### config.mk
export PLATFORM = sky130hd
export DESIGN_NAME = abtu_reduce
export DESIGN_NICKNAME = d
export VERILOG_FILES = /design/src/rtl/abtu_pkg.sv /design/src/rtl/abtu_reduce.sv
export SDC_FILE = /design/constraint.sdc
export NUM_CORES = 2
export LEC_CHECK = 0
export ABC_CLOCK_PERIOD_IN_PS = 1400
export BUFFER_PORTS_ARGS = -buffer_cell sky130_fd_sc_hd__clkbuf_2
export CAP_MARGIN = 10
export CORE_ASPECT_RATIO = 1.5
export CORE_UTILIZATION = 26
export DETAILED_ROUTE_END_ITERATION = 6
export GPL_ROUTABILITY_DRIVEN = 0
export PLACE_DENSITY = 0.55
export SKIP_CTS_REPAIR_TIMING = 1
export SYNTH_ARGS = -nofsm -noshare
export SYNTH_HDL_FRONTEND = slang
export SYNTH_SLANG_ARGS = --single-unit
### constraint.sdc
create_clock -name clk -period 1.4 [get_ports clk]
set_clock_uncertainty 0.15 [all_clocks]
set_input_delay 0.28 -clock clk [delete_from_list [all_inputs] [get_ports clk]]
set_output_delay 0.28 -clock clk [all_outputs]
set_load 0.1 [all_outputs]
### src/rtl/abtu_pkg.sv
// Package for the box transform/union block: widths, request and response
// types, opcodes and fixed-point helpers. No dependencies.
`timescale 1ns / 1ps
`default_nettype none

package abtu_pkg;

    localparam int VAL_W         = 32;
    localparam int COORD_WIDTH   = 32;
    localparam int FRACTION_BITS = 16;
    localparam int AXES          = 3;
    localparam int COLS          = 4;
    localparam int MAT_N         = AXES * COLS;
    localparam int LANES         = AXES * AXES;
    localparam int FULL_W        = 2 * VAL_W;
    localparam int PROD_W        = FULL_W - FRACTION_BITS;
    localparam int SUM_W         = PROD_W + 2;

    typedef logic signed [VAL_W-1:0]       abtu_val_t;
    typedef logic signed [COORD_WIDTH-1:0] abtu_coord_t;
    typedef logic signed [PROD_W-1:0]      abtu_prod_t;
    typedef logic signed [SUM_W-1:0]       abtu_sum_t;

    // Saturation limits of the coordinate range, held at sum width
    localparam abtu_sum_t SAT_HI = SUM_W'((65'sd1 <<< (COORD_WIDTH - 1)) - 65'sd1);
    localparam abtu_sum_t SAT_LO = ~SAT_HI;

    typedef enum logic [1:0] {
        OP_LOAD_ROW = 2'd0,
        OP_VERTEX   = 2'd1,
        OP_UPDATE   = 2'd2
    } abtu_op_t;

    typedef struct packed {
        abtu_op_t   opcode;
        logic [1:0] row;
        abtu_val_t  value_a;
        abtu_val_t  value_b;
        abtu_val_t  value_c;
        abtu_val_t  value_d;
        logic       last;
    } abtu_req_t;

    typedef struct packed {
        abtu_val_t cur_min_x;
        abtu_val_t cur_min_y;
        abtu_val_t cur_min_z;
        abtu_val_t cur_max_x;
        abtu_val_t cur_max_y;
        abtu_val_t cur_max_z;
        abtu_val_t union_min_x;
        abtu_val_t union_min_y;
        abtu_val_t union_min_z;
        abtu_val_t union_max_x;
        abtu_val_t union_max_y;
        abtu_val_t union_max_z;
    } abtu_rsp_t;

    // Transform job travelling down the pipe
    typedef struct packed {
        logic valid;
        logic upd;      // 1: shift current into previous; 0: final vertex
    } abtu_job_t;

    // Clamp an exact sum into the signed coordinate range
    function automatic abtu_coord_t sat_coord(input abtu_sum_t s);
        abtu_sum_t t;
        t = s;
        if (s > SAT_HI)
        begin
            t = SAT_HI;
        end
        else if (s < SAT_LO)
        begin
            t = SAT_LO;
        end
        return t[COORD_WIDTH-1:0];
    endfunction

    // Coordinate to output field: sign-extend, then keep the low bits
    function automatic abtu_val_t coord_to_out(input abtu_coord_t c);
        abtu_sum_t w;
        w = abtu_sum_t'(c);
        return w[VAL_W-1:0];
    endfunction

endpackage

`default_nettype wire

### src/rtl/abtu_reduce.sv
// Sum stage: per-term min/max, row sums with translation, saturation, and
// the current/previous world boxes. Depends on abtu_pkg.
`timescale 1ns / 1ps
`default_nettype none

module abtu_reduce (
    input  wire                   clk,
    input  wire                   rst_n,
    input  abtu_pkg::abtu_prod_t  p    [abtu_pkg::LANES],
    input  abtu_pkg::abtu_prod_t  q    [abtu_pkg::LANES],
    input  abtu_pkg::abtu_val_t   trans[abtu_pkg::AXES],
    input  abtu_pkg::abtu_job_t   job,
    output abtu_pkg::abtu_coord_t cur_min [abtu_pkg::AXES],
    output abtu_pkg::abtu_coord_t cur_max [abtu_pkg::AXES],
    output abtu_pkg::abtu_coord_t prev_min[abtu_pkg::AXES],
    output abtu_pkg::abtu_coord_t prev_max[abtu_pkg::AXES],
    output logic                  fire
);
    import abtu_pkg::*;

    abtu_sum_t   lo[AXES];
    abtu_sum_t   hi[AXES];
    abtu_coord_t new_min[AXES];
    abtu_coord_t new_max[AXES];
    abtu_coord_t cur_min_reg  [AXES];
    abtu_coord_t cur_max_reg  [AXES];
    abtu_coord_t prev_min_reg [AXES];
    abtu_coord_t prev_max_reg [AXES];
    abtu_coord_t prev_min_next[AXES];
    abtu_coord_t prev_max_next[AXES];
    logic        fire_reg;

    // Corner min/max: separable, so sum the per-term extremes
    always_comb
    begin
        for (int r = 0; r < AXES; r++)
        begin
            lo[r] = abtu_sum_t'(trans[r]);
            hi[r] = abtu_sum_t'(trans[r]);
            for (int c = 0; c < AXES; c++)
            begin
                lo[r] = lo[r] + abtu_sum_t'((p[r*AXES+c] < q[r*AXES+c]) ?
                                            p[r*AXES+c] : q[r*AXES+c]);
                hi[r] = hi[r] + abtu_sum_t'((p[r*AXES+c] > q[r*AXES+c]) ?
                                            p[r*AXES+c] : q[r*AXES+c]);
            end
            new_min[r] = sat_coord(lo[r]);
            new_max[r] = sat_coord(hi[r]);
            // Update keeps the old current; a final vertex resets both boxes
            prev_min_next[r] = job.upd ? cur_min_reg[r] : new_min[r];
            prev_max_next[r] = job.upd ? cur_max_reg[r] : new_max[r];
        end
    end

    always_ff @(posedge clk or negedge rst_n)
    begin
        if (!rst_n)
        begin
            for (int i = 0; i < AXES; i++)
            begin
                cur_min_reg[i]  <= '0;
                cur_max_reg[i]  <= '0;
                prev_min_reg[i] <= '0;
                prev_max_reg[i] <= '0;
            end
            fire_reg <= 1'b0;
        end
        else
        begin
            if (job.valid)
            begin
                cur_min_reg  <= new_min;
                cur_max_reg  <= new_max;
                prev_min_reg <= prev_min_next;
                prev_max_reg <= prev_max_next;
            end
            fire_reg <= job.valid;
        end
    end

    assign cur_min  = cur_min_reg;
    assign cur_max  = cur_max_reg;
    assign prev_min = prev_min_reg;
    assign prev_max = prev_max_reg;
    assign fire     = fire_reg;

endmodule

`default_nettype wire

==> results.md <==
- Routed WL: 433000 um
- Clock slew at reported path FFs: 0.06 ns
- DP Cell Count: 16700
- Die H: 653 um
- Vias per Instance: 5.13
- Top cells by area, synth: fa_1 (16%), dfrtp_1 (13%), ha_1 (12%)
- Post-DP HPWL: 371000 um
- R2R Setup Slk: 0.12 ns
- Multi-input gate area: 59500 um2
- Main synth FF type: dfrtp_1
- Largest net degree at the start of global routing: 106
- Worst EP arrival: 8.62 ns
- Share of post-route cells with drive strength above 1: 0.404
- Slew @ Worst Pin: 1.13 ns
- Initial Util: 0.262
- Cells after synthesis: 9296
- Status: finished, violations left
- Hold crit path type: input pin to register
- Initial antenna violation count: 133
- Ys async rst share: 1.00
- CP required: 1.76 ns
- Post-synthesis cell type count: 112
- Final-layout fill cell count: 28300
- Synth Area in Simple Gates: 0.139
- Vias in the first global route: 87300
- GRT met3 Usage: 0.0740
- Met2 Resource Use GR: 0.485
- Seq. cell area: 9630 um2
- RSZ-0062 raised after global routing: true
- CTS tree: done
- Syn Area/Cell: 7.90 um2
- Violated checks: setup timing
- CTS Sinks: 385
- Compound-Gate Fraction of Synth Area: 0.231
- Routed len/inst: 25.5 um
- Overflow after GRT: 0
- Slew HR: 0.241
- Critical Path Sink Type: register
- Final period util: 5.90
- Share of the synthesized area in the top cell type: 0.159
- Synth Area in Adders: 0.282
- Crit-path most repeated cell: buf_12
- Synth warn: 0
- Hold Vio Cnt, Final: 0
- Worst setup SP type: input pin
- Max-Cap Viols: 0
- DRC: 0
- Worst path max stage delay: 0.69 ns
- FP Rows: 238
- Area grow syn2layout: 60.7%
- CTS Buf Count: 47
- Post-synth EDFFs: 0
- Synthesized area: 73400 um2
- NumNets Final: 15400
- Multiplexer share of the synthesized area: 0.0820
- Ports: 1349
- Tmin final: 8.26 ns
- Setup WS post-layout: -6.86 ns
- Synth Area in XOR/XNOR: 0.0280
- Grt peak-use layer: met2
- Initial DRC count: 6026
- Final Max Slew Viols: 0
- H-tree depth: 2
- DRT antenna net count: 0
- Worst-path fanout max: 8
- Finish-stage setup viols: 769
- First-pass GRT wire length: 599000 um
- Via count: 87000
- Register area share after synthesis: 0.131
- Final cell count without fillers: 17000
- F_max: 0.121 GHz
- Mapped Nets: 11600
- CP max stage cell: or4b_4
- Initial DRT Pass Iterations: 6
- Crit Path Category: input pin to register
- Die X: 436 um
- Largest area contributor in the netlist: fa_1
- PortBufs: 1348
- Die ar.: 284000 um2
- Deepest clock path buffer count: 3
- Routing usage on met1: 0.290
- GRT Resource Usage Total: 0.290
- Clk_lat worst skew: 0.65 ns
- Clock tree root buffer cell: clkbuf_16
- Largest family of logic cells by synthesized area: adder cells
- Core outline area: 281000 um2
- Seq cells post-synth: 385
## metal layers
metal | wire length (um) | vias up
met5 | 115 | -
met4 | 52700 | 18
met3 | 33700 | 1354
met2 | 202000 | 3721
met1 | 145000 | 42000
li1 | - | 40000
## layout by cell type (no fill, tap or decap), types with 68 or more instances in the layout
cell          n
a21o_1      297
nor2_1      574
mux2_2      300
ha_1        651
and3_1       89
o22ai_1      85
buf_12      504
clkbuf_2    941
o221ai_1    127
nand3_1     103
clkbuf_16    68
inv_1      1508
o21ai_1      77
a31oi_1      85
nand4_1     214
nand2_1     591
nor3_1       75
o21ai_0     439
diode_2     102
a21oi_1     743
xnor2_1     125
fa_1        574
or3_1        88
nand2b_1     73
o21a_1       71
mux2i_1     239
dfrtp_1     385
buf_4      2721
xor2_1      104
o211ai_1     79
a21oi_2     190
## path summary, 6_finish.rpt
kind	startpoint	endpoint	cells after the start
hold / removal	job[1]	cur_max[93]	4
setup / recovery	q[265]	prev_max[43]	36
min in group asynchronous	rst_n	prev_max[23]	3
setup reg to reg	cur_max[95]	prev_max[95]	4
hold reg to reg	prev_min[69]	prev_min[69]	2
max in group asynchronous	rst_n	prev_max[6]	3
## metrics by stage
stage	hold WS (ns)	instance area [um2]	TNS (ns)	setup WS, ns	utilization
6_report	0.0484	118000	-2586.32	-6.86	0.420
5_1_grt	0.0297	118000	-2666.50	-7.03	0.420
4_1_cts	-0.727	115000	-2674.00	-7.32	0.409
3_5_place_dp	-0.00483	113000	-2791.29	-7.98	0.403
3_3_place_gp	-0.0103	113000	-2776.33	-7.92	0.403
2_1_floorplan	-0.166	75900	-2198.80	-6.12	-
## logic make-up (layout without fill, tap and decap cells)
group	count (synthesis)	after routing
AND/OR/NAND/NOR	2123	2126
multiplexers	562	562
AO/OA/AOI/OAI	2666	2666
other	0	102
flip-flops	385	385
buffers and inverters	2017	5868
adder cells (fa/ha/maj)	1308	1308
XOR/XNOR	235	235
## critical path: cells and delay by family
kind | cells | cell delay (ns)
buffers and inverters | 9 | 1.17
adder cells (fa/ha/maj) | 4 | 1.63
AO/OA/AOI/OAI | 14 | 3.22
AND/OR/NAND/NOR | 8 | 1.97
multiplexers | 1 | 0.29
## final cells by class
cell class              instances  share of cell area
multi-input cells            6897               0.505
repair buffers               4235               0.308
flip-flops and latches        385              0.0817
inverters                    1547              0.0500
well taps                    3720              0.0395
clock buffers                  65              0.0113
clock inverters                21             0.00259
diodes                        102             0.00216
## cells in the mapped netlist, drive strengths merged (35+ instances only)
cell and n:
o21ai 537, and2 35, o22ai 86, nor3 88, and3 90, o21a 75
or3 94, dfrtp 385, nand2b 76, nor2b 58, nor4 43, a21oi 946
o221ai 151, a31oi 96, nand2 629, mux2 317, nor2 596, o21bai 71
o311ai 43, inv 1545, o211ai 80, xnor2 130, mux2i 245, nand3 112
a211oi 49, buf 108, nand4 214, a21o 298, clkbuf 362, xor2 105
ha 726, fa 582
Power is left out: the tool's default activity adds up to more than one toggle a clock period on the data nets, which glitch-free logic cannot reach.
