$ cat src/rtl/abtu_pkg.sv
// Package for the box transform/union block: widths, request and response
// types, opcodes and fixed-point helpers. No dependencies.
`timescale 1ns / 1ps
`default_nettype none

package abtu_pkg;

    localparam int VAL_W         = 32;
    localparam int COORD_WIDTH   = 32;
    localparam int FRACTION_BITS = 16;
    localparam int AXES          = 3;
    localparam int COLS          = 4;
    localparam int MAT_N         = AXES * COLS;
    localparam int LANES         = AXES * AXES;
    localparam int FULL_W        = 2 * VAL_W;
    localparam int PROD_W        = FULL_W - FRACTION_BITS;
    localparam int SUM_W         = PROD_W + 2;

    typedef logic signed [VAL_W-1:0]       abtu_val_t;
    typedef logic signed [COORD_WIDTH-1:0] abtu_coord_t;
    typedef logic signed [PROD_W-1:0]      abtu_prod_t;
    typedef logic signed [SUM_W-1:0]       abtu_sum_t;

    // Saturation limits of the coordinate range, held at sum width
    localparam abtu_sum_t SAT_HI = SUM_W'((65'sd1 <<< (COORD_WIDTH - 1)) - 65'sd1);
    localparam abtu_sum_t SAT_LO = ~SAT_HI;

    typedef enum logic [1:0] {
        OP_LOAD_ROW = 2'd0,
        OP_VERTEX   = 2'd1,
        OP_UPDATE   = 2'd2
    } abtu_op_t;

    typedef struct packed {
        abtu_op_t   opcode;
        logic [1:0] row;
        abtu_val_t  value_a;
        abtu_val_t  value_b;
        abtu_val_t  value_c;
        abtu_val_t  value_d;
        logic       last;
    } abtu_req_t;

    typedef struct packed {
        abtu_val_t cur_min_x;
        abtu_val_t cur_min_y;
        abtu_val_t cur_min_z;
        abtu_val_t cur_max_x;
        abtu_val_t cur_max_y;
        abtu_val_t cur_max_z;
        abtu_val_t union_min_x;
        abtu_val_t union_min_y;
        abtu_val_t union_min_z;
        abtu_val_t union_max_x;
        abtu_val_t union_max_y;
        abtu_val_t union_max_z;
    } abtu_rsp_t;

    // Transform job travelling down the pipe
    typedef struct packed {
        logic valid;
        logic upd;      // 1: shift current into previous; 0: final vertex
    } abtu_job_t;

    // Clamp an exact sum into the signed coordinate range
    function automatic abtu_coord_t sat_coord(input abtu_sum_t s);
        abtu_sum_t t;
        t = s;
        if (s > SAT_HI)
        begin
            t = SAT_HI;
        end
        else if (s < SAT_LO)
        begin
            t = SAT_LO;
        end
        return t[COORD_WIDTH-1:0];
    endfunction

    // Coordinate to output field: sign-extend, then keep the low bits
    function automatic abtu_val_t coord_to_out(input abtu_coord_t c);
        abtu_sum_t w;
        w = abtu_sum_t'(c);
        return w[VAL_W-1:0];
    endfunction

endpackage

`default_nettype wire

$ cat src/rtl/abtu_front.sv
// Request stage: holds the 3x4 transform and the local box, and issues
// transform jobs. Depends on abtu_pkg.
`timescale 1ns / 1ps
`default_nettype none

module abtu_front (
    input  wire                 clk,
    input  wire                 rst_n,
    input  wire                 accept,
    input  abtu_pkg::abtu_req_t req,
    output abtu_pkg::abtu_val_t mat  [abtu_pkg::MAT_N],
    output abtu_pkg::abtu_val_t lmin [abtu_pkg::AXES],
    output abtu_pkg::abtu_val_t lmax [abtu_pkg::AXES],
    output abtu_pkg::abtu_job_t job
);
    import abtu_pkg::*;

    abtu_val_t mat_reg  [MAT_N];
    abtu_val_t mat_next [MAT_N];
    abtu_val_t lmin_reg [AXES];
    abtu_val_t lmin_next[AXES];
    abtu_val_t lmax_reg [AXES];
    abtu_val_t lmax_next[AXES];
    logic      fresh_reg;
    logic      fresh_next;
    abtu_job_t job_reg;
    abtu_job_t job_next;
    abtu_val_t vin[COLS];

    assign vin[0] = req.value_a;
    assign vin[1] = req.value_b;
    assign vin[2] = req.value_c;
    assign vin[3] = req.value_d;

    // State update for one request
    always_comb
    begin
        mat_next   = mat_reg;
        lmin_next  = lmin_reg;
        lmax_next  = lmax_reg;
        fresh_next = fresh_reg;
        job_next   = '0;
        if (accept)
        begin
            case (req.opcode)
                OP_LOAD_ROW:
                begin
                    // row 3 matches no row and is dropped
                    for (int r = 0; r < AXES; r++)
                    begin
                        if (req.row == 2'(r))
                        begin
                            for (int c = 0; c < COLS; c++)
                            begin
                                mat_next[r*COLS+c] = vin[c];
                            end
                        end
                    end
                end
                OP_VERTEX:
                begin
                    for (int i = 0; i < AXES; i++)
                    begin
                        if (fresh_reg || vin[i] < lmin_reg[i])
                        begin
                            lmin_next[i] = vin[i];
                        end
                        if (fresh_reg || vin[i] > lmax_reg[i])
                        begin
                            lmax_next[i] = vin[i];
                        end
                    end
                    fresh_next     = req.last;
                    job_next.valid = req.last;
                    job_next.upd   = 1'b0;
                end
                OP_UPDATE:
                begin
                    job_next.valid = 1'b1;
                    job_next.upd   = 1'b1;
                end
                default:
                begin
                end
            endcase
        end
    end

    always_ff @(posedge clk or negedge rst_n)
    begin
        if (!rst_n)
        begin
            for (int k = 0; k < MAT_N; k++)
            begin
                mat_reg[k] <= '0;
            end
            for (int i = 0; i < AXES; i++)
            begin
                lmin_reg[i] <= '0;
                lmax_reg[i] <= '0;
            end
            fresh_reg <= 1'b1;
            job_reg   <= '0;
        end
        else
        begin
            mat_reg   <= mat_next;
            lmin_reg  <= lmin_next;
            lmax_reg  <= lmax_next;
            fresh_reg <= fresh_next;
            job_reg   <= job_next;
        end
    end

    assign mat  = mat_reg;
    assign lmin = lmin_reg;
    assign lmax = lmax_reg;
    assign job  = job_reg;

endmodule

`default_nettype wire

$ cat config.mk
export PLATFORM = sky130hd
export DESIGN_NAME = abtu_front
export DESIGN_NICKNAME = d
export VERILOG_FILES = /design/src/rtl/abtu_pkg.sv /design/src/rtl/abtu_front.sv
export SDC_FILE = /design/constraint.sdc
export NUM_CORES = 1
export LEC_CHECK = 0
export ABC_AREA = 0
export BUFFER_PORTS_ARGS = -buffer_cell sky130_fd_sc_hd__clkbuf_2
export CAP_MARGIN = 20
export CORE_ASPECT_RATIO = 1.25
export CORE_MARGIN = 2
export CORE_UTILIZATION = 26
export CTS_BUF_LIST = sky130_fd_sc_hd__clkbuf_8 sky130_fd_sc_hd__clkbuf_16
export CTS_CLUSTER_DIAMETER = 120
export DETAILED_ROUTE_END_ITERATION = 10
export SYNTH_ARGS = -nofsm -noshare
export SYNTH_HDL_FRONTEND = slang
export SYNTH_SLANG_ARGS = --single-unit
export TNS_END_PERCENT = 30
$ cat constraint.sdc
create_clock -name clk -period 6.1 [get_ports clk]
set_input_delay 0.61 -clock clk [delete_from_list [all_inputs] [get_ports clk]]
set_output_delay 0.61 -clock clk [all_outputs]
set_load 0.01 [all_outputs]
==> reports/qor.csv, run 1 <==
stage,metric,value,unit
run_status,outcome,completed,
placed_design,dpl.hpwl,64400,um
grt,overall_track_demand_over_capacity_in_global_routing,16.0,%
floorplanning,die_y,362,um
clocking,cts_inserted_buffers,68,
clocking,cts_setup_buffers,0,
yosys,syn-cell-area,26700,sq um
grt,fraction_of_met1_tracks_used_by_global_routing,18.2,%
drt,dr_total_vias,18034,
drt,postRouteAntennaNets,0,
critical_path,worst-endpoint-arrival,4210,ps
drt,finalWirelength,85300,um
clocking,cts.path.max_buffers,3,
clocking,cts.root.buffer_cell,clkbuf_16,
critical_path,worst-r2r-cell-count,9,
clocking,cts_resized,0,
floorplanning,floorplan.initialDensity,26.2,%
critical_path,timing.critical_path.from,lmin[46]$_DFFE_PN0P_,
grt,number_of_global_route_vias_before_repair,18747,
critical_path,r2r_start,lmin[46]$_DFFE_PN0P_,
clocking,ctsHoldBuffers,1,
placed_design,numPortBuffers,713,
cells_and_area,largest_register_ff_count,384,
grt,grt_util_met2,27.7,%
clocking,clk_latency,630,ps
drt,wl_per_cell,21.1,um
cells_and_area,drive_above_1_share,52.8,%
drt,first_iter_violations,605,
sta,finalSetupViolCount,0,
grt,grt_antenna_before_repair,2,
yosys,synthesized_flop_and_latch_total,579,
pwr,power_density,472,nW/um^2
sta,max_slew_margin,32.9,%
grt,global_route.overflow_total,0,
sta,fin_crit,3700,ps
clocking,clock_sinks,579,
clocking,tritoncts_clock_tree,done,
floorplanning,io_pins,714,
sta,worst_slew_pin_slew,1010,ps
yosys,syn-instance-count,1913,
grt,globalRouteMet3Util,4.97,%
critical_path,timing.critical_path.fanout_max,24,
pwr,total_power,16.1,mW
cells_and_area,final_common_cell,clkbuf_2,
yosys,synth_edf_count,0,
worst_hold_path,hold_class,input pin to flip-flop,
yosys,synth_nets,2241,
yosys,synthFlopType,dfrtp_1,
sta,timing.setup.tns,0,ps
critical_path,setup.worst_path.start_class,flip-flop,
critical_path,kind_of_capture_point_of_the_worst_setup_path,flip-flop,
floorplanning,die-area,105000,sq um
pwr,vdd.ir_drop.worst,265,uV
worst_hold_path,hold_depth,3,
worst_hold_path,min_to,fresh_reg$_DFFE_PN1P_,
yosys,syn_area_per_cell,13.9,sq um
grt,maximum_number_of_pins_on_one_net_before_global_route_repair,160,
floorplanning,core_area,102000,sq um
worst_hold_path,worstHoldStart,req[0],
yosys,seq_area_frac_synth,54.3,%
cells_and_area,most-common-layout-cells,"712 x clkbuf_2, 578 x dfrtp_1, 475 x mux2_2, 206 x inv_1, 192 x ha_1",
clocking,max_h_tree_level,3,
grt,grt.busiest_layer,met2,
yosys,synth-async-reset-ratio,100,%
drt,drt-vias-per-instance,4.47,
job,max-cap-violations,0,
drt,drt_drc_violations_left,0,
critical_path,timing.rr.end,lmin[63]$_DFFE_PN0P_,
critical_path,timing_worst_setup_path_type,flip-flop to flip-flop,
clocking,cts.reportedPaths.clkPinSlew,60,ps
sta,finalCritPeriodShare,60.7,%
sta,final_hold_viol_count,0,
pwr,power.leakage,17.5,nW
sta,fin_worst_skew,17.9,ps
sta,rsz0062_at_grt,no,
cells_and_area,finish.net_count,2981,
critical_path,timing.critical_path.required,6610,ps
drt,drt_pass1_iterations,4,
yosys,netlist-cell-type-count,48,
placed_design,finalWeightedCongestion,0.812,
cells_and_area,area_growth_syn_to_layout,28.1,%
critical_path,reg2reg_setup_slack,2400,ps
floorplanning,standard_cell_rows,131,
grt,wire_length_of_the_first_global_routing_pass,126000,um
sta,slew_violations,0,
floorplanning,die_w,291,um
sta,fmax,0.270,GHz
yosys,ys_warn_count,0,
[power by group]
part	internal, mW	switching (mW)	total [mW]
logic	2.77	3.10	5.86
clock network	2.55	1.71	4.26
registers	5.09	0.905	6.00
[routing by layer]
metal | wire, um | vias to the layer above
met3 | 6180 | 146
met5 | 0 | -
met4 | 3170 | 0
met2 | 42500 | 554
li1 | - | 8249
met1 | 33500 | 9085
[worst max-delay path: stages (launching register included)]
cell and delay [ps]:
dfrtp_1 410, inv_1 70, ha_1 290, nand4_1 250
or3_1 540, a211oi_2 330, o31ai_1 160, a211oi_4 830
buf_12 330, mux2_2 360
[final cells by class]
type,instances,area (sq um)
clock inverter,41,463
antenna,2,5.00
inverter,195,732
sequential,579,14500
clock buffer,80,1880
multi-input combinational,1077,11100
tap,1330,1660
timing repair buffer,732,3820
fill,10216,67800
[stage by stage]
| step | instances | hold WS (ps) | setup slack (ps) | area [sq um] | utilization (%) |
|---|---|---|---|---|---|
| after global placement | 3911 | 449 | 1590 | 31800 | 31.2 |
| after global routing | 4034 | 209 | 2100 | 34200 | 33.5 |
| after CTS | 4034 | 163 | 2190 | 34200 | 33.5 |
| final | 4036 | 229 | 2400 | 34200 | 33.5 |
| after detailed placement | 3912 | 452 | 1830 | 31800 | 31.2 |
| after floorplan | 1913 | 314 | 3370 | 26700 | - |
[Yosys cell counts (3+ instances only)]
library cell | instances | area, sq um
a31oi_1 | 3 | 18.8
a21o_2 | 3 | 26.3
buf_6 | 12 | 135
ha_1 | 192 | 2400
a21o_1 | 41 | 308
o22ai_1 | 3 | 18.8
dfrtp_1 | 578 | 14500
buf_4 | 3 | 22.5
or3_1 | 6 | 37.5
a21oi_1 | 63 | 315
o211a_1 | 3 | 30.0
o31a_1 | 3 | 26.3
nor2_1 | 15 | 56.3
nor4_1 | 9 | 56.3
a211oi_1 | 3 | 22.5
a211oi_2 | 6 | 75.1
inv_1 | 195 | 732
or2_1 | 3 | 18.8
o21a_1 | 3 | 22.5
mux2_2 | 475 | 5350
a21boi_0 | 8 | 60.1
o211ai_1 | 6 | 45.0
nand3_1 | 12 | 60.1
nor2b_1 | 4 | 25.0
o21ai_0 | 19 | 95.1
nand4_1 | 40 | 250
mux2_1 | 5 | 56.3
clkbuf_1 | 36 | 135
nor3_1 | 7 | 35.0
nand2_1 | 32 | 120
buf_2 | 4 | 20.0
o31ai_1 | 4 | 30.0
buf_1 | 6 | 22.5
mux2_4 | 90 | 1350
o31ai_2 | 3 | 37.5
[kinds of logic after synthesis]
| logic type | share of synthesized area, % |
|---|---|
| DFF | 54.3 |
| and+or+nand+nor | 2.78 |
| muxes | 25.3 |
| AOI/OAI and AO/OA | 4.47 |
| buffers and inverters | 4.12 |
| adders and majority gates | 9.00 |
[worst max path at each step]
stage | slack, ps | cells past startpoint | endpoint
floorplan | 3370 | 9 | lmin[10]$_DFFE_PN0P_
finish | 2400 | 9 | lmin[63]$_DFFE_PN0P_
detailed placement | 1830 | 9 | lmin[63]$_DFFE_PN0P_
CTS | 2190 | 9 | lmin[63]$_DFFE_PN0P_
global placement | 1590 | 8 | lmax[40]$_DFFE_PN0P_
global route | 2100 | 8 | lmax[92]$_DFFE_PN0P_
Power figures use the tool's default switching activity.
==> run 2: changes to the inputs <==
- clock period: 6.1 -> 3.23 ns (I/O delays scaled with it)
==> reports/qor.csv, run 2 (synthesis gave the netlist of run 1 again) <==
stage,metric,value,unit,change
placed_design,numPortBuffers,713,,unchanged
critical_path,worst_path_largest_cell_delay,570,ps,-260 ps
drt,postRouteAntennaNets,0,,unchanged
sta,rsz0062_at_grt,no,,
clocking,cts.root.buffer_cell,clkbuf_16,,
sta,fin_crit,3030,ps,
sta,worst_slew_pin_slew,772,ps,-234 ps
placed_design,place_ws,-124,ps,-1950 ps
cells_and_area,area_growth_syn_to_layout,31.9,%,
drt,drt_drc_violations_left,0,,unchanged
clocking,clock_sinks,579,,unchanged
cells_and_area,finalCoreUtilization,34.5,%,+0.99 points
critical_path,critical_path.most_common_cell,buf_4,,
grt,overall_track_demand_over_capacity_in_global_routing,16.6,%,+0.60 points
sta,finalSetupViolCount,0,,unchanged
floorplanning,die_w,291,um,unchanged
grt,grt_antenna_before_repair,5,,+3
critical_path,timing.critical_path.slowest_stage_cell,nor4_1,,
grt,grt_util_met2,29.2,%,+1.5 points
sta,whs,64.8,ps,-164 ps
placed_design,finalWeightedCongestion,0.821,,+1.1%
worst_hold_path,worstHoldStart,req[32],,
floorplanning,io_pins,714,,unchanged
grt,grt.busiest_layer,met2,,
clocking,tritoncts_clock_tree,done,,
drt,drt-vias-per-instance,4.50,,+0.79%
worst_hold_path,hold_class,input pin to flip-flop,,
critical_path,path_buf_inv,5,,+3
drt,finalWirelength,88300,um,+3.5%
floorplanning,die-area,105000,sq um,unchanged
sta,max_slew_margin,48.5,%,+16 points
clocking,ctsHoldBuffers,43,,+42
worst_hold_path,hold_depth,2,,-1
drt,dr_total_vias,18689,,+3.6%
floorplanning,standard_cell_rows,131,,unchanged
clocking,cts.path.max_buffers,3,,unchanged
sta,fin_worst_skew,18.0,ps,+0.0220 ps
cells_and_area,final_common_cell,clkbuf_2,,
pwr,power_density,864,nW/um^2,+83%
floorplanning,die_y,362,um,unchanged
critical_path,critical-path-top-delay-family,buffers and inverters,,
sta,slew_violations,0,,unchanged
clocking,cts.reportedPaths.clkPinSlew,60,ps,about the same
critical_path,timing.critical_path.required,3740,ps,-2870 ps
grt,maximum_number_of_pins_on_one_net_before_global_route_repair,87,,-46%
grt,global_route.overflow_total,0,,unchanged
critical_path,timing.critical_path.cells,dlygate4sd3_1 > clkbuf_2 > ha_1 > nand4_1 > nor4_1 > buf_4 > o31ai_1 > buf_4 > a211oi_4 > buf_12 > mux2_2,,
grt,number_of_global_route_vias_before_repair,19446,,+3.7%
critical_path,timing_worst_setup_path_type,input pin to flip-flop,,
job,max-cap-violations,0,,unchanged
critical_path,r2r_start,lmin[43]$_DFFE_PN0P_,,
critical_path,kind_of_capture_point_of_the_worst_setup_path,flip-flop,,
floorplanning,floorplan.initialDensity,26.2,%,unchanged
clocking,cts_setup_buffers,0,,unchanged
cells_and_area,most-common-layout-cells,"712 x clkbuf_2, 578 x dfrtp_1, 475 x mux2_2, 206 x inv_1, 192 x ha_1",,
pwr,vdd.ir_drop.worst,582,uV,+120%
cells_and_area,fillers,10123,,-0.91%
sta,finalCritPeriodShare,93.9,%,
grt,fraction_of_met1_tracks_used_by_global_routing,19.2,%,+1.1 points
drt,drt_pass1_iterations,4,,unchanged
pwr,power.leakage,18.1,nW,+3.1%
critical_path,worst-endpoint-arrival,3540,ps,-670 ps
clocking,max_h_tree_level,3,,unchanged
critical_path,worst-r2r-cell-count,10,,+1
critical_path,reg2reg_setup_slack,210,ps,-2190 ps
drt,first_iter_violations,578,,-4.5%
cells_and_area,largest_register_ff_count,384,,unchanged
sta,final_hold_viol_count,0,,unchanged
worst_hold_path,min_to,mat[287]$_DFFE_PN0P_,,
critical_path,setup.worst_path.start_class,input pin,,
clocking,cts_inserted_buffers,67,,-1.5%
cells_and_area,finish.net_count,3094,,+3.8%
grt,globalRouteMet3Util,4.63,%,-0.34 points
clocking,cts_resized,0,,unchanged
drt,wl_per_cell,21.3,um,+0.70%
floorplanning,core_area,102000,sq um,unchanged
clocking,clk_latency,630,ps,about the same
cells_and_area,drive_above_1_share,53.2,%,+0.38 points
run_status,outcome,completed,,
grt,wire_length_of_the_first_global_routing_pass,131000,um,+3.7%
sta,final.setup.worst_slack,199,ps,-2200 ps
sta,fmax,0.330,GHz,
critical_path,timing.rr.end,lmin[63]$_DFFE_PN0P_,,
placed_design,dpl.hpwl,67800,um,+5.2%
critical_path,timing.critical_path.fanout_max,32,,+33%
==> run 2: report_power, final <==
part | switching, mW | total, mW | internal [mW]
clock | 3.19 | 7.82 | 4.64
combinational | 5.93 | 11.3 | 5.35
sequential | 1.67 | 11.3 | 9.62
total | 10.8 | 30.4 | 19.6
==> run 2: layout make-up <==
class / count / area, sq um / share of cell area, %
inverter: 195 / 732 / 2.08
clock inverter: 35 / 318 / 0.903
multi-input combinational: 1077 / 11100 / 31.6
tap: 1330 / 1660 / 4.73
sequential: 579 / 14500 / 41.2
timing repair buffer: 846 / 4910 / 14.0
antenna: 4 / 10.0 / 0.0284
clock buffer: 84 / 1930 / 5.49
==> run 2: per-layer routing <==
layer,share of wire [%],up-vias
li1,-,8502
met5,0,-
met3,6.4,128
met4,3.0,0
met2,51,566
met1,40,9493
==> run 2: worst max-delay path by stage <==
stage	from	end	slack [ps]	depth (start not counted)
4_1_cts	lmin[55]$_DFFE_PN0P_	lmin[63]$_DFFE_PN0P_	100	10
2_1_floorplan	lmin[29]$_DFFE_PN0P_	lmin[10]$_DFFE_PN0P_	680	10
6_report	req[86]	lmin[63]$_DFFE_PN0P_	200	11
3_3_place_gp	req[96]	lmin[63]$_DFFE_PN0P_	-130	10
3_5_place_dp	req[96]	lmin[32]$_DFFE_PN0P_	-120	10
5_1_grt	lmin[54]$_DFFE_PN0P_	lmin[63]$_DFFE_PN0P_	50	10
==> run 2: per-stage QoR <==
stage	TNS (ps)	total power, mW	cell area (sq um)	std cells
4_1_cts	0	30.9	35200	4146
6_report	0	30.4	35200	4150
2_1_floorplan	0	17.5	26700	1913
3_5_place_dp	-2430	22.8	32500	3984
3_3_place_gp	-2860	22.6	32500	3984
5_1_grt	0	32.3	35200	4148
