`config.mk`:
```
export PLATFORM = sky130hd
export DESIGN_NAME = abtu_emit
export DESIGN_NICKNAME = d
export VERILOG_FILES = /design/src/rtl/abtu_pkg.sv /design/src/rtl/abtu_emit.sv
export SDC_FILE = /design/constraint.sdc
export NUM_CORES = 1
export LEC_CHECK = 0
export ABC_CLOCK_PERIOD_IN_PS = 800
export BUFFER_PORTS_ARGS = -buffer_cell sky130_fd_sc_hd__buf_2
export CAP_MARGIN = 15
export CORE_AREA = 3 3 299 301
export CTS_CLUSTER_DIAMETER = 200
export DETAILED_ROUTE_END_ITERATION = 6
export DIE_AREA = 0 0 302 304
export PLACE_DENSITY_LB_ADDON = 0.25
export SKIP_LAST_GASP = 1
export SLEW_MARGIN = 20
export SYNTH_ARGS = -nofsm -noshare
export SYNTH_HDL_FRONTEND = slang
export SYNTH_SLANG_ARGS = --single-unit
```
`constraint.sdc`:
```
create_clock -name clk -period 0.8 [get_ports clk]
set_clock_uncertainty 0.2 [all_clocks]
set_input_delay 0.04 -clock clk [delete_from_list [all_inputs] [get_ports clk]]
set_output_delay 0.04 -clock clk [all_outputs]
set_load 0.01 [all_outputs]
```
`src/rtl/abtu_pkg.sv`:
```
// Package for the box transform/union block: widths, request and response
// types, opcodes and fixed-point helpers. No dependencies.
`timescale 1ns / 1ps
`default_nettype none

package abtu_pkg;

    localparam int VAL_W         = 32;
    localparam int COORD_WIDTH   = 32;
    localparam int FRACTION_BITS = 16;
    localparam int AXES          = 3;
    localparam int COLS          = 4;
    localparam int MAT_N         = AXES * COLS;
    localparam int LANES         = AXES * AXES;
    localparam int FULL_W        = 2 * VAL_W;
    localparam int PROD_W        = FULL_W - FRACTION_BITS;
    localparam int SUM_W         = PROD_W + 2;

    typedef logic signed [VAL_W-1:0]       abtu_val_t;
    typedef logic signed [COORD_WIDTH-1:0] abtu_coord_t;
    typedef logic signed [PROD_W-1:0]      abtu_prod_t;
    typedef logic signed [SUM_W-1:0]       abtu_sum_t;

    // Saturation limits of the coordinate range, held at sum width
    localparam abtu_sum_t SAT_HI = SUM_W'((65'sd1 <<< (COORD_WIDTH - 1)) - 65'sd1);
    localparam abtu_sum_t SAT_LO = ~SAT_HI;

    typedef enum logic [1:0] {
        OP_LOAD_ROW = 2'd0,
        OP_VERTEX   = 2'd1,
        OP_UPDATE   = 2'd2
    } abtu_op_t;

    typedef struct packed {
        abtu_op_t   opcode;
        logic [1:0] row;
        abtu_val_t  value_a;
        abtu_val_t  value_b;
        abtu_val_t  value_c;
        abtu_val_t  value_d;
        logic       last;
    } abtu_req_t;

    typedef struct packed {
        abtu_val_t cur_min_x;
        abtu_val_t cur_min_y;
        abtu_val_t cur_min_z;
        abtu_val_t cur_max_x;
        abtu_val_t cur_max_y;
        abtu_val_t cur_max_z;
        abtu_val_t union_min_x;
        abtu_val_t union_min_y;
        abtu_val_t union_min_z;
        abtu_val_t union_max_x;
        abtu_val_t union_max_y;
        abtu_val_t union_max_z;
    } abtu_rsp_t;

    // Transform job travelling down the pipe
    typedef struct packed {
        logic valid;
        logic upd;      // 1: shift current into previous; 0: final vertex
    } abtu_job_t;

    // Clamp an exact sum into the signed coordinate range
    function automatic abtu_coord_t sat_coord(input abtu_sum_t s);
        abtu_sum_t t;
        t = s;
        if (s > SAT_HI)
        begin
            t = SAT_HI;
        end
        else if (s < SAT_LO)
        begin
            t = SAT_LO;
        end
        return t[COORD_WIDTH-1:0];
    endfunction

    // Coordinate to output field: sign-extend, then keep the low bits
    function automatic abtu_val_t coord_to_out(input abtu_coord_t c);
        abtu_sum_t w;
        w = abtu_sum_t'(c);
        return w[VAL_W-1:0];
    endfunction

endpackage

`default_nettype wire

```
`src/rtl/abtu_emit.sv`:
```
// Result stage: forms current and union boxes from the stored boxes and
// holds them in the result register. Depends on abtu_pkg.
`timescale 1ns / 1ps
`default_nettype none

module abtu_emit (
    input  wire                   clk,
    input  wire                   rst_n,
    input  abtu_pkg::abtu_coord_t cur_min [abtu_pkg::AXES],
    input  abtu_pkg::abtu_coord_t cur_max [abtu_pkg::AXES],
    input  abtu_pkg::abtu_coord_t prev_min[abtu_pkg::AXES],
    input  abtu_pkg::abtu_coord_t prev_max[abtu_pkg::AXES],
    input  wire                   fire,
    output logic                  done,
    output abtu_pkg::abtu_rsp_t   rsp
);
    import abtu_pkg::*;

    abtu_coord_t umin[AXES];
    abtu_coord_t umax[AXES];
    abtu_rsp_t   rsp_reg;
    abtu_rsp_t   rsp_next;
    logic        done_reg;

    // Union of previous and current, per axis
    always_comb
    begin
        for (int i = 0; i < AXES; i++)
        begin
            umin[i] = (prev_min[i] < cur_min[i]) ? prev_min[i] : cur_min[i];
            umax[i] = (prev_max[i] > cur_max[i]) ? prev_max[i] : cur_max[i];
        end
        rsp_next.cur_min_x   = coord_to_out(cur_min[0]);
        rsp_next.cur_min_y   = coord_to_out(cur_min[1]);
        rsp_next.cur_min_z   = coord_to_out(cur_min[2]);
        rsp_next.cur_max_x   = coord_to_out(cur_max[0]);
        rsp_next.cur_max_y   = coord_to_out(cur_max[1]);
        rsp_next.cur_max_z   = coord_to_out(cur_max[2]);
        rsp_next.union_min_x = coord_to_out(umin[0]);
        rsp_next.union_min_y = coord_to_out(umin[1]);
        rsp_next.union_min_z = coord_to_out(umin[2]);
        rsp_next.union_max_x = coord_to_out(umax[0]);
        rsp_next.union_max_y = coord_to_out(umax[1]);
        rsp_next.union_max_z = coord_to_out(umax[2]);
    end

    always_ff @(posedge clk)
    begin
        if (fire)
        begin
            rsp_reg <= rsp_next;
        end
    end

    always_ff @(posedge clk or negedge rst_n)
    begin
        if (!rst_n)
        begin
            done_reg <= 1'b0;
        end
        else
        begin
            done_reg <= fire;
        end
    end

    assign done = done_reg;
    assign rsp  = rsp_reg;

endmodule

`default_nettype wire

```
==> reports/qor.csv, run 1 <==
metric,value,unit
outcome,finished with violations,
failing checks,"negative hold slack, negative setup slack",
min Tclk post-route,2.20,ns
fill count,8268,
largest net degree at the start of global routing,35,
clock tree buffer depth,3,
number of synthesized flops with an enable pin,384,
crit start category,input port,
Synth Net Count,1930,
remaining global-route overflow,0,
most frequent cell after synthesis,edfxtp_1,
largest family of logic cells by synthesized area,adder cells,
post-synthesis cell type count,55,
core footprint,86900,um2
Least-Margin Pin Slew,0.407,ns
final cycle utilization of the critical path,275,%
Post-Synth XOR/XNOR Area,0.0455,%
PwrDens,1830,nW/um2
Die W,302,um
Synth area leader,edfxtp_1,
maximum vdd drop,1.39,mV
core utilization of the finished layout,41.0,%
Buffers on Ports,771,
WS Path Type,in2reg,
mux cell area share after synthesis,11.6,%
hold slack final,-0.422,ns
post-synthesis adder-cell area fraction,12.3,%
post-synth top area share,59.9,%
CP Data Arrival Time,2.34,ns
ys flop type,edfxtp_1,
Lkg Pwr,0.0161,uW
Synth Area in Compound Gates,6.92,%
final setup margin,-1.40,ns
DRT iter0 DRCs,652,
critical path required time,0.93,ns
most instantiated cells after synthesis,"edfxtp_1 (384), inv_1 (199), ha_1 (189)",
WL per Instance,20.4,um
nets,3395,
initial core utilization,22.1,%
worst rel slew slack,72.9,%
Final Power,65300,uW
"Seq/Total Area, Yosys",60.0,%
Post-DRT Antenna Nets,0,
Max Freq,0.454,GHz
die height,304,um
via count,17175,
Layout Area Growth over Synthesis,85.0,%
clk sink count,385,
final-report hold violation count,484,
row count,108,
GRT Resource Usage Total,16.8,%
total CTS buffers,47,
Synth Register Bits,385,
Ports,772,
Detail Placement HPWL,58600,um
DRT Wirelength,81900,um
vias in the first global route,18717,
cell area after synthesis,19200,um2
CTS HTree Levels,2,
Die Area,91800,um2
nature of the critical path endpoint,register,
Yosys warning count,0,
drt pass-1 iters,4,
initial antenna violation count,7,
CTS root buf,clkbuf_16,
layout cell share with drive strength beyond 1,56.4,%
CTS tree,yes,
Max Cap Violations,0,
synth top area cells,"edfxtp_1 (60%), ha_1 (12%), mux2_2 (7.6%)",
crit-path max FO,6,
simple-gate share of the synthesized area,4.34,%
first-pass GRT wire length,117000,um
post-synthesis cell count,1354,
Largest register FFs,384,
ys async rst share,0.260,%
Hold/Removal Path Class,in2reg,
RSZ-0062 raised after global routing,yes,
Worst-path clk slew,0.06,ns
DRC Markers,0,
max-slew violations,0,
Final setup viols,577,
drt via density,4.27,
Post-Syn Area per Cell,14.2,um2
gp weighted congestion,0.910,
-- worst max-delay path, stage by stage --
cell	delay, ns
buf_2	0.09
inv_1	0.04
ha_1	0.29
a21oi_1	0.18
o21ai_0	0.11
buf_4	0.15
a21o_4	0.23
buf_4	0.14
a221oi_4	0.29
buf_6	0.15
buf_8	0.12
buf_12	0.16
mux2_4	0.32
-- report_power, final --
group / total [uW] / leakage [uW] / switching (uW) / internal, uW
combinational: 17800 / 0.0115 / 8080 / 9690
sequential: 25400 / 0.00377 / 693 / 24700
clock: 22100 / 0.000767 / 8860 / 13300
-- timing repair --
action                     4_1_cts  5_1_grt
gates resized for setup        333      175
gates cloned                    19        3
buffers inserted                52       17
hold endpoints to repair       770      493
setup endpoints to repair      577      577
pin swaps                       85       78
hold buffers                   281        6
-- cell usage in the layout, fill, tap and decap left out, types with 20 or more instances in the layout --
master / instances
buf_2: 646
edfxtp_1: 384
buf_4: 320
dlygate4sd3_1: 287
mux2_4: 160
inv_1: 135
buf_6: 117
ha_1: 104
ha_4: 83
a21oi_1: 51
clkbuf_16: 51
nor2_1: 46
buf_12: 39
nand2_1: 37
inv_2: 36
nand4_1: 33
mux2i_1: 32
a221o_1: 32
buf_8: 22
inv_4: 20
-- cell families after synthesis --
family | after synthesis
xor gates and xnor gates | 1
AOI/OAI and AO/OA | 186
DFF | 385
and+or+nand+nor | 173
muxes | 192
adders and majority gates | 189
buffers and inverters | 228
-- area by class of cell --
type / instances / area, um2 / area share (%)
well taps: 1155 / 1450 / 4.06
clock buffers: 61 / 1250 / 3.51
inverters: 199 / 867 / 2.44
multi-input cells: 743 / 8880 / 24.9
diodes: 9 / 22.5 / 0.0633
repair buffers: 1443 / 11300 / 31.6
clock inverters: 27 / 314 / 0.882
flip-flops and latches: 385 / 11600 / 32.5
-- metal layers --
layer  up-vias  global-route usage, %  wire, um
li1       8073                      -         -
met1      8336                   17.4     29300
met2       628                   31.9     43000
met3       136                   4.98      6670
met4         2                   5.83      2940
met5         -                      0         7
-- per-stage QoR --
| stage | worst slack (ns) | cell area, um2 | instances | TNS, ns |
|---|---|---|---|---|
| 5_1_grt | -1.47 | 35600 | 4018 | -470.66 |
| 3_5_place_dp | -2.65 | 28000 | 3563 | -501.74 |
| 3_3_place_gp | -2.64 | 28000 | 3563 | -499.20 |
| 4_1_cts | -1.42 | 34800 | 3998 | -456.70 |
| 6_report | -1.40 | 35600 | 4022 | -438.76 |
| 2_1_floorplan | -1.56 | 20300 | 1354 | -274.45 |
-- path summary, 6_finish.rpt --
path / end / startpoint / slack, ns / cells past startpoint
worst min-delay path: rsp[157] / prev_min[61] / -0.42 / 2
max in group asynchronous: done / rst_n / 0.22 / 3
worst max-delay path: rsp[165] / cur_min[83] / -1.40 / 13
min in group asynchronous: done / rst_n / 0.08 / 3
Power figures use the tool's default switching activity.
==> inputs of run 2 (changes only) <==
--- a/config.mk
+++ b/config.mk
@@ -13,6 +13,7 @@
 export DETAILED_ROUTE_END_ITERATION = 6
 export DIE_AREA = 0 0 302 304
 export PLACE_DENSITY_LB_ADDON = 0.25
+export SKIP_CTS_REPAIR_TIMING = 1
 export SKIP_LAST_GASP = 1
 export SLEW_MARGIN = 20
 export SYNTH_ARGS = -nofsm -noshare
==> run 2 against run 1 <==
Effect of this change: the run still ends with negative hold slack, negative setup slack left; non-clock buffer count fell by 82; first-iteration DRC count grew 7.8%; die area unchanged; maximum frequency grew 2.9%; clock power about the same; wire length fell by 2.1%; sequential share of layout area up 1.8 points; critical path type unchanged; critical endpoint is now rsp[178].
==> reports/qor.csv, run 2 (synthesis results as in run 1) <==
metric,value,unit
hold slack final,-0.413,ns
Setup crit end,rsp[178],
initial core utilization,22.1,%
vias in the first global route,16437,
GRT Resource Usage Total,14.7,%
Ports,772,
Cells after DPL,3563,
DRT Wirelength,80200,um
CTS tree,yes,
CP Depth,12,
most frequent cells in the layout,"buf_2 (729), edfxtp_1 (384), buf_4 (307)",
Buffers on Ports,771,
CP max-delay cell,ha_1,
outcome,finished with violations,
via count,16879,
clock tree buffer depth,3,
DRC Markers,0,
Largest register FFs,384,
RSZ-0062 raised after global routing,yes,
start point of the critical path,cur_min[70],
"CP delay by family, top",compound AO/OA/AOI/OAI gates,
WL per Instance,20.3,um
CTS HTree Levels,2,
CTS root buf,clkbuf_16,
die height,304,um
crit-path max FO,5,
"slowest stage delay, CP",0.30,ns
nature of the critical path endpoint,register,
min Tclk post-route,2.14,ns
layout cell share with drive strength beyond 1,55.1,%
Die Area,91800,um2
Worst-path clk slew,0.06,ns
initial antenna violation count,11,
DRT iter0 DRCs,703,
Max Freq,0.467,GHz
worst rel slew slack,76.3,%
Hold/Removal Path Class,in2reg,
fill count,8412,
failing checks,"negative hold slack, negative setup slack",
final setup margin,-1.34,ns
gp weighted congestion,0.910,
Final setup viols,577,
Max Cap Violations,0,
first-pass GRT wire length,102000,um
most common library cell in the layout ignoring fill and taps,buf_2,
largest net degree at the start of global routing,35,
critical path required time,0.94,ns
remaining global-route overflow,0,
clk sink count,385,
Buf/Inv on CP,5,
FF+latch area,11600,um2
drt pass-1 iters,5,
multi-input gate area in the final layout,8500,um2
Lkg Pwr,0.0154,uW
core footprint,86900,um2
Non-Filler Instances,3943,
drt via density,4.28,
PwrDens,1890,nW/um2
Least-Margin Pin Slew,0.352,ns
row count,108,
total CTS buffers,47,
WS Path Type,in2reg,
nets,3314,
max-slew violations,0,
crit start category,input port,
final-report hold violation count,523,
maximum vdd drop,1.37,mV
Die W,302,um
CP Data Arrival Time,2.28,ns
worst path cell trace,"buf_2, inv_1, ha_1, buf_4, nand4_1, nor3_2, a221oi_2, o21ai_2, a221oi_4, buf_6, clkbuf_16, mux2_4",
Post-DRT Antenna Nets,0,
final cycle utilization of the critical path,268,%
dpl ws,-2.65,ns
Detail Placement HPWL,58600,um
Layout Area Growth over Synthesis,75.2,%
[run 2: changes by cell type in the layout (fill, tap and decap cells not counted), moves of 20 or more]
| cell | change |
|---|---|
| buf_2 | +83 |
| buf_6 | -83 |
| dlygate4sd3_1 | -51 |
| ha_1 | +21 |
| ha_4 | -20 |
[run 2: power by group]
part / internal (uW) / switching [uW]
combinational: 8640 / 7790
sequential: 24700 / 643
clock: 13300 / 8850
[run 2: worst min-delay path by stage]
stage,from,end,cells past startpoint
after floorplan,rst_n,done,0
after global placement,rst_n,done,1
after detailed placement,rst_n,done,1
after CTS,rst_n,done,1
after global routing,prev_max[91],rsp[91],2
final,prev_min[48],rsp[144],2
[run 2: cell type report]
type	instances	share of cell area (%)
flip-flops and latches	385	34.3
repair buffers	1361	29.0
multi-input cells	744	25.2
well taps	1155	4.28
clock buffers	61	3.71
inverters	199	2.49
clock inverters	27	0.931
diodes	11	0.0816
[run 2: per-layer routing]
| layer | track usage [%] | share of wire, % | vias to the layer above |
|---|---|---|---|
| li1 | - | - | 7920 |
| met1 | 15.2 | 36 | 8126 |
| met2 | 26.9 | 51 | 667 |
| met3 | 5.01 | 8.4 | 162 |
| met4 | 5.95 | 4.4 | 4 |
| met5 | 0 | 0.034 | - |
[run 2: through the flow]
stage	instance area, um2	power [uW]	TNS, ns	utilization [%]
4_1_cts	29600	61700	-492.54	34.0
5_1_grt	33700	66600	-474.59	38.8
2_1_floorplan	20300	32000	-274.45	-
3_5_place_dp	28000	39300	-501.74	32.2
3_3_place_gp	28000	39200	-499.20	32.2
6_report	33700	63800	-445.73	38.8
==> inputs of run 3 (changes only) <==
--- a/config.mk
+++ b/config.mk
@@ -5,13 +5,13 @@
 export SDC_FILE = /design/constraint.sdc
 export NUM_CORES = 1
 export LEC_CHECK = 0
+export ABC_AREA = 1
 export ABC_CLOCK_PERIOD_IN_PS = 800
 export BUFFER_PORTS_ARGS = -buffer_cell sky130_fd_sc_hd__buf_2
-export CAP_MARGIN = 15
-export CORE_AREA = 3 3 299 301
+export CORE_AREA = 3 3 295 297
 export CTS_CLUSTER_DIAMETER = 200
 export DETAILED_ROUTE_END_ITERATION = 6
-export DIE_AREA = 0 0 302 304
+export DIE_AREA = 0 0 298 300
 export PLACE_DENSITY_LB_ADDON = 0.25
 export SKIP_CTS_REPAIR_TIMING = 1
 export SKIP_LAST_GASP = 1
==> run 3 against run 2 <==
Effect of this change: the run still ends with negative hold slack, negative setup slack left; worst setup slack better by 0.54 ns; synthesized area up 3.3%; worst hold slack worse by 0.027 ns; via count up 17%; cell count up 15%; largest power group unchanged.
==> reports/qor.csv, run 3 <==
metric,value,unit
most frequent cells in the layout,"buf_2 (693), edfxtp_1 (384), nand2_1 (365)",
post-synthesis cell count,1879,
PwrDens,1810,nW/um2
Final Power,67300,uW
dpl ws,-1.68,ns
total CTS buffers,48,
nature of the critical path endpoint,register,
WS Path Type,in2reg,
synth top area cells,"edfxtp_1 (58%), ha_1 (12%), nand2_1 (8.8%)",
gp weighted congestion,0.864,
Largest register FFs,384,
Hold/Removal Path Class,in2reg,
drt via density,4.35,
Least-Margin Pin Slew,0.320,ns
Logic pwr share,28.3,%
post-synthesis cell type count,27,
final cycle utilization of the critical path,201,%
Yosys warning count,0,
cell area after synthesis,19900,um2
HP Start,cur_max[61],
ys async rst share,0.260,%
CP Data Arrival Time,1.73,ns
row count,107,
"CP delay by family, top",simple AND/OR/NAND/NOR gates,
Clk pwr share,33.6,%
RSZ-0062 raised after global routing,yes,
Synth Net Count,2455,
GRT Resource Usage Total,16.9,%
min Tclk post-route,1.60,ns
worst rel slew slack,78.6,%
most frequent cell after synthesis,nand2_1,
Post-DRT Antenna Nets,0,
WL per Instance,19.5,um
"Cell Area, Placed",29600,um2
nets,3925,
crit start category,input port,
CTS tree,yes,
Synth Register Bits,385,
final instance area,37200,um2
largest net degree at the start of global routing,32,
number of synthesized flops with an enable pin,384,
start point of the critical path,prev_max[59],
Detail Placement HPWL,64300,um
WHS Endpoint,rsp[253],
DRC Markers,0,
Lkg Pwr,0.0171,uW
Final setup viols,580,
Sw Pwr,19900,uW
Die W,298,um
"Seq/Total Area, Yosys",58.1,%
DRT iter0 DRCs,967,
vias in the first global route,18323,
most common library cell in the layout ignoring fill and taps,buf_2,
Post-Syn Area per Cell,10.6,um2
layout cell share with drive strength beyond 1,54.0,%
max-slew violations,0,
Ports,772,
CP max-delay cell,ha_4,
Synth area leader,edfxtp_1,
first-pass GRT wire length,115000,um
final setup margin,-0.805,ns
setup_tns,-348.21,ns
"slowest stage delay, CP",0.26,ns
most instantiated cells after synthesis,"nand2_1 (465), edfxtp_1 (384), inv_1 (239)",
clock tree buffer depth,3,
initial core utilization,23.4,%
outcome,finished with violations,
sw frac,29.6,%
Die Area,89400,um2
final-report hold violation count,452,
sequential share of power,38.1,%
CTS root buf,clkbuf_16,
crit-path max FO,6,
DRT Wirelength,88600,um
clk sink count,385,
Buffers on Ports,771,
critical path required time,0.93,ns
post-synth top area share,58.0,%
hold slack final,-0.440,ns
Hold Crit Depth,2,
initial antenna violation count,31,
drt pass-1 iters,7,
worst path cell trace,"buf_2, ha_4, a21oi_4, o21ai_1, nand2_1, nand2_4, nor2_4, nand2_2, nand2_4, nand3_4, clkbuf_16, nand2_2, nand2_1",
Max Cap Violations,0,
CTS HTree Levels,2,
Buf/Inv on CP,2,
Worst-path clk slew,0.05,ns
Internal,47400,uW
die height,300,um
failing checks,"negative hold slack, negative setup slack",
Layout Area Growth over Synthesis,87.1,%
remaining global-route overflow,0,
Max Freq,0.623,GHz
maximum vdd drop,1.30,mV
via count,19792,
ys flop type,edfxtp_1,
core footprint,84900,um2
## run 3: worst max-delay path by stage
| stage | to | slack, ns | depth (start not counted) |
|---|---|---|---|
| after floorplan | rsp[75] | -0.95 | 12 |
| after CTS | rsp[61] | -1.06 | 13 |
| after detailed placement | rsp[61] | -1.68 | 13 |
| final | rsp[56] | -0.80 | 13 |
| after global routing | rsp[25] | -0.88 | 18 |
| after global placement | rsp[53] | -1.61 | 13 |
## run 3: area by class of cell
cell class | instances | area (um2)
Inverter | 239 | 1000
Fill cell | 8141 | 47700
Timing Repair Buffer | 1492 | 11300
Multi-Input combinational cell | 1183 | 10200
Antenna cell | 13 | 32.5
Sequential cell | 385 | 11600
Clock buffer | 54 | 1240
Clock inverter | 36 | 367
Tap cell | 1144 | 1430
## run 3: power by group through the flow
| stage | combinational (uW) | clock (uW) | sequential [uW] |
|---|---|---|---|
| 2_1_floorplan | 5870 | 0 | 27100 |
| 3_3_place_gp | 15000 | 0 | 26000 |
| 3_5_place_dp | 15100 | 0 | 26000 |
| 4_1_cts | 15100 | 23300 | 25700 |
| 5_1_grt | 20600 | 24100 | 25800 |
| 6_report | 19000 | 22600 | 25600 |
## run 3: per-layer routing
layer | share of wire, % | global-route usage (%)
met5 | 0.27 | 0
met4 | 3.2 | 4.94
met3 | 9.2 | 6.89
met2 | 50 | 29.7
met1 | 37 | 18.9
## run 3: cell families after synthesis
| family | share of synthesized area, % |
|---|---|
| flops | 58.1 |
| fa+ha+maj | 11.9 |
| simple gates | 20.1 |
| buf+inv | 6.64 |
| compound gates | 3.21 |
## run 3: stage by stage
step                      cells  util, %
after floorplan            1879        -
after global placement     4101     34.9
after detailed placement   4101     34.9
after CTS                  4191     36.8
after global routing       4539     43.8
final                      4546     43.8
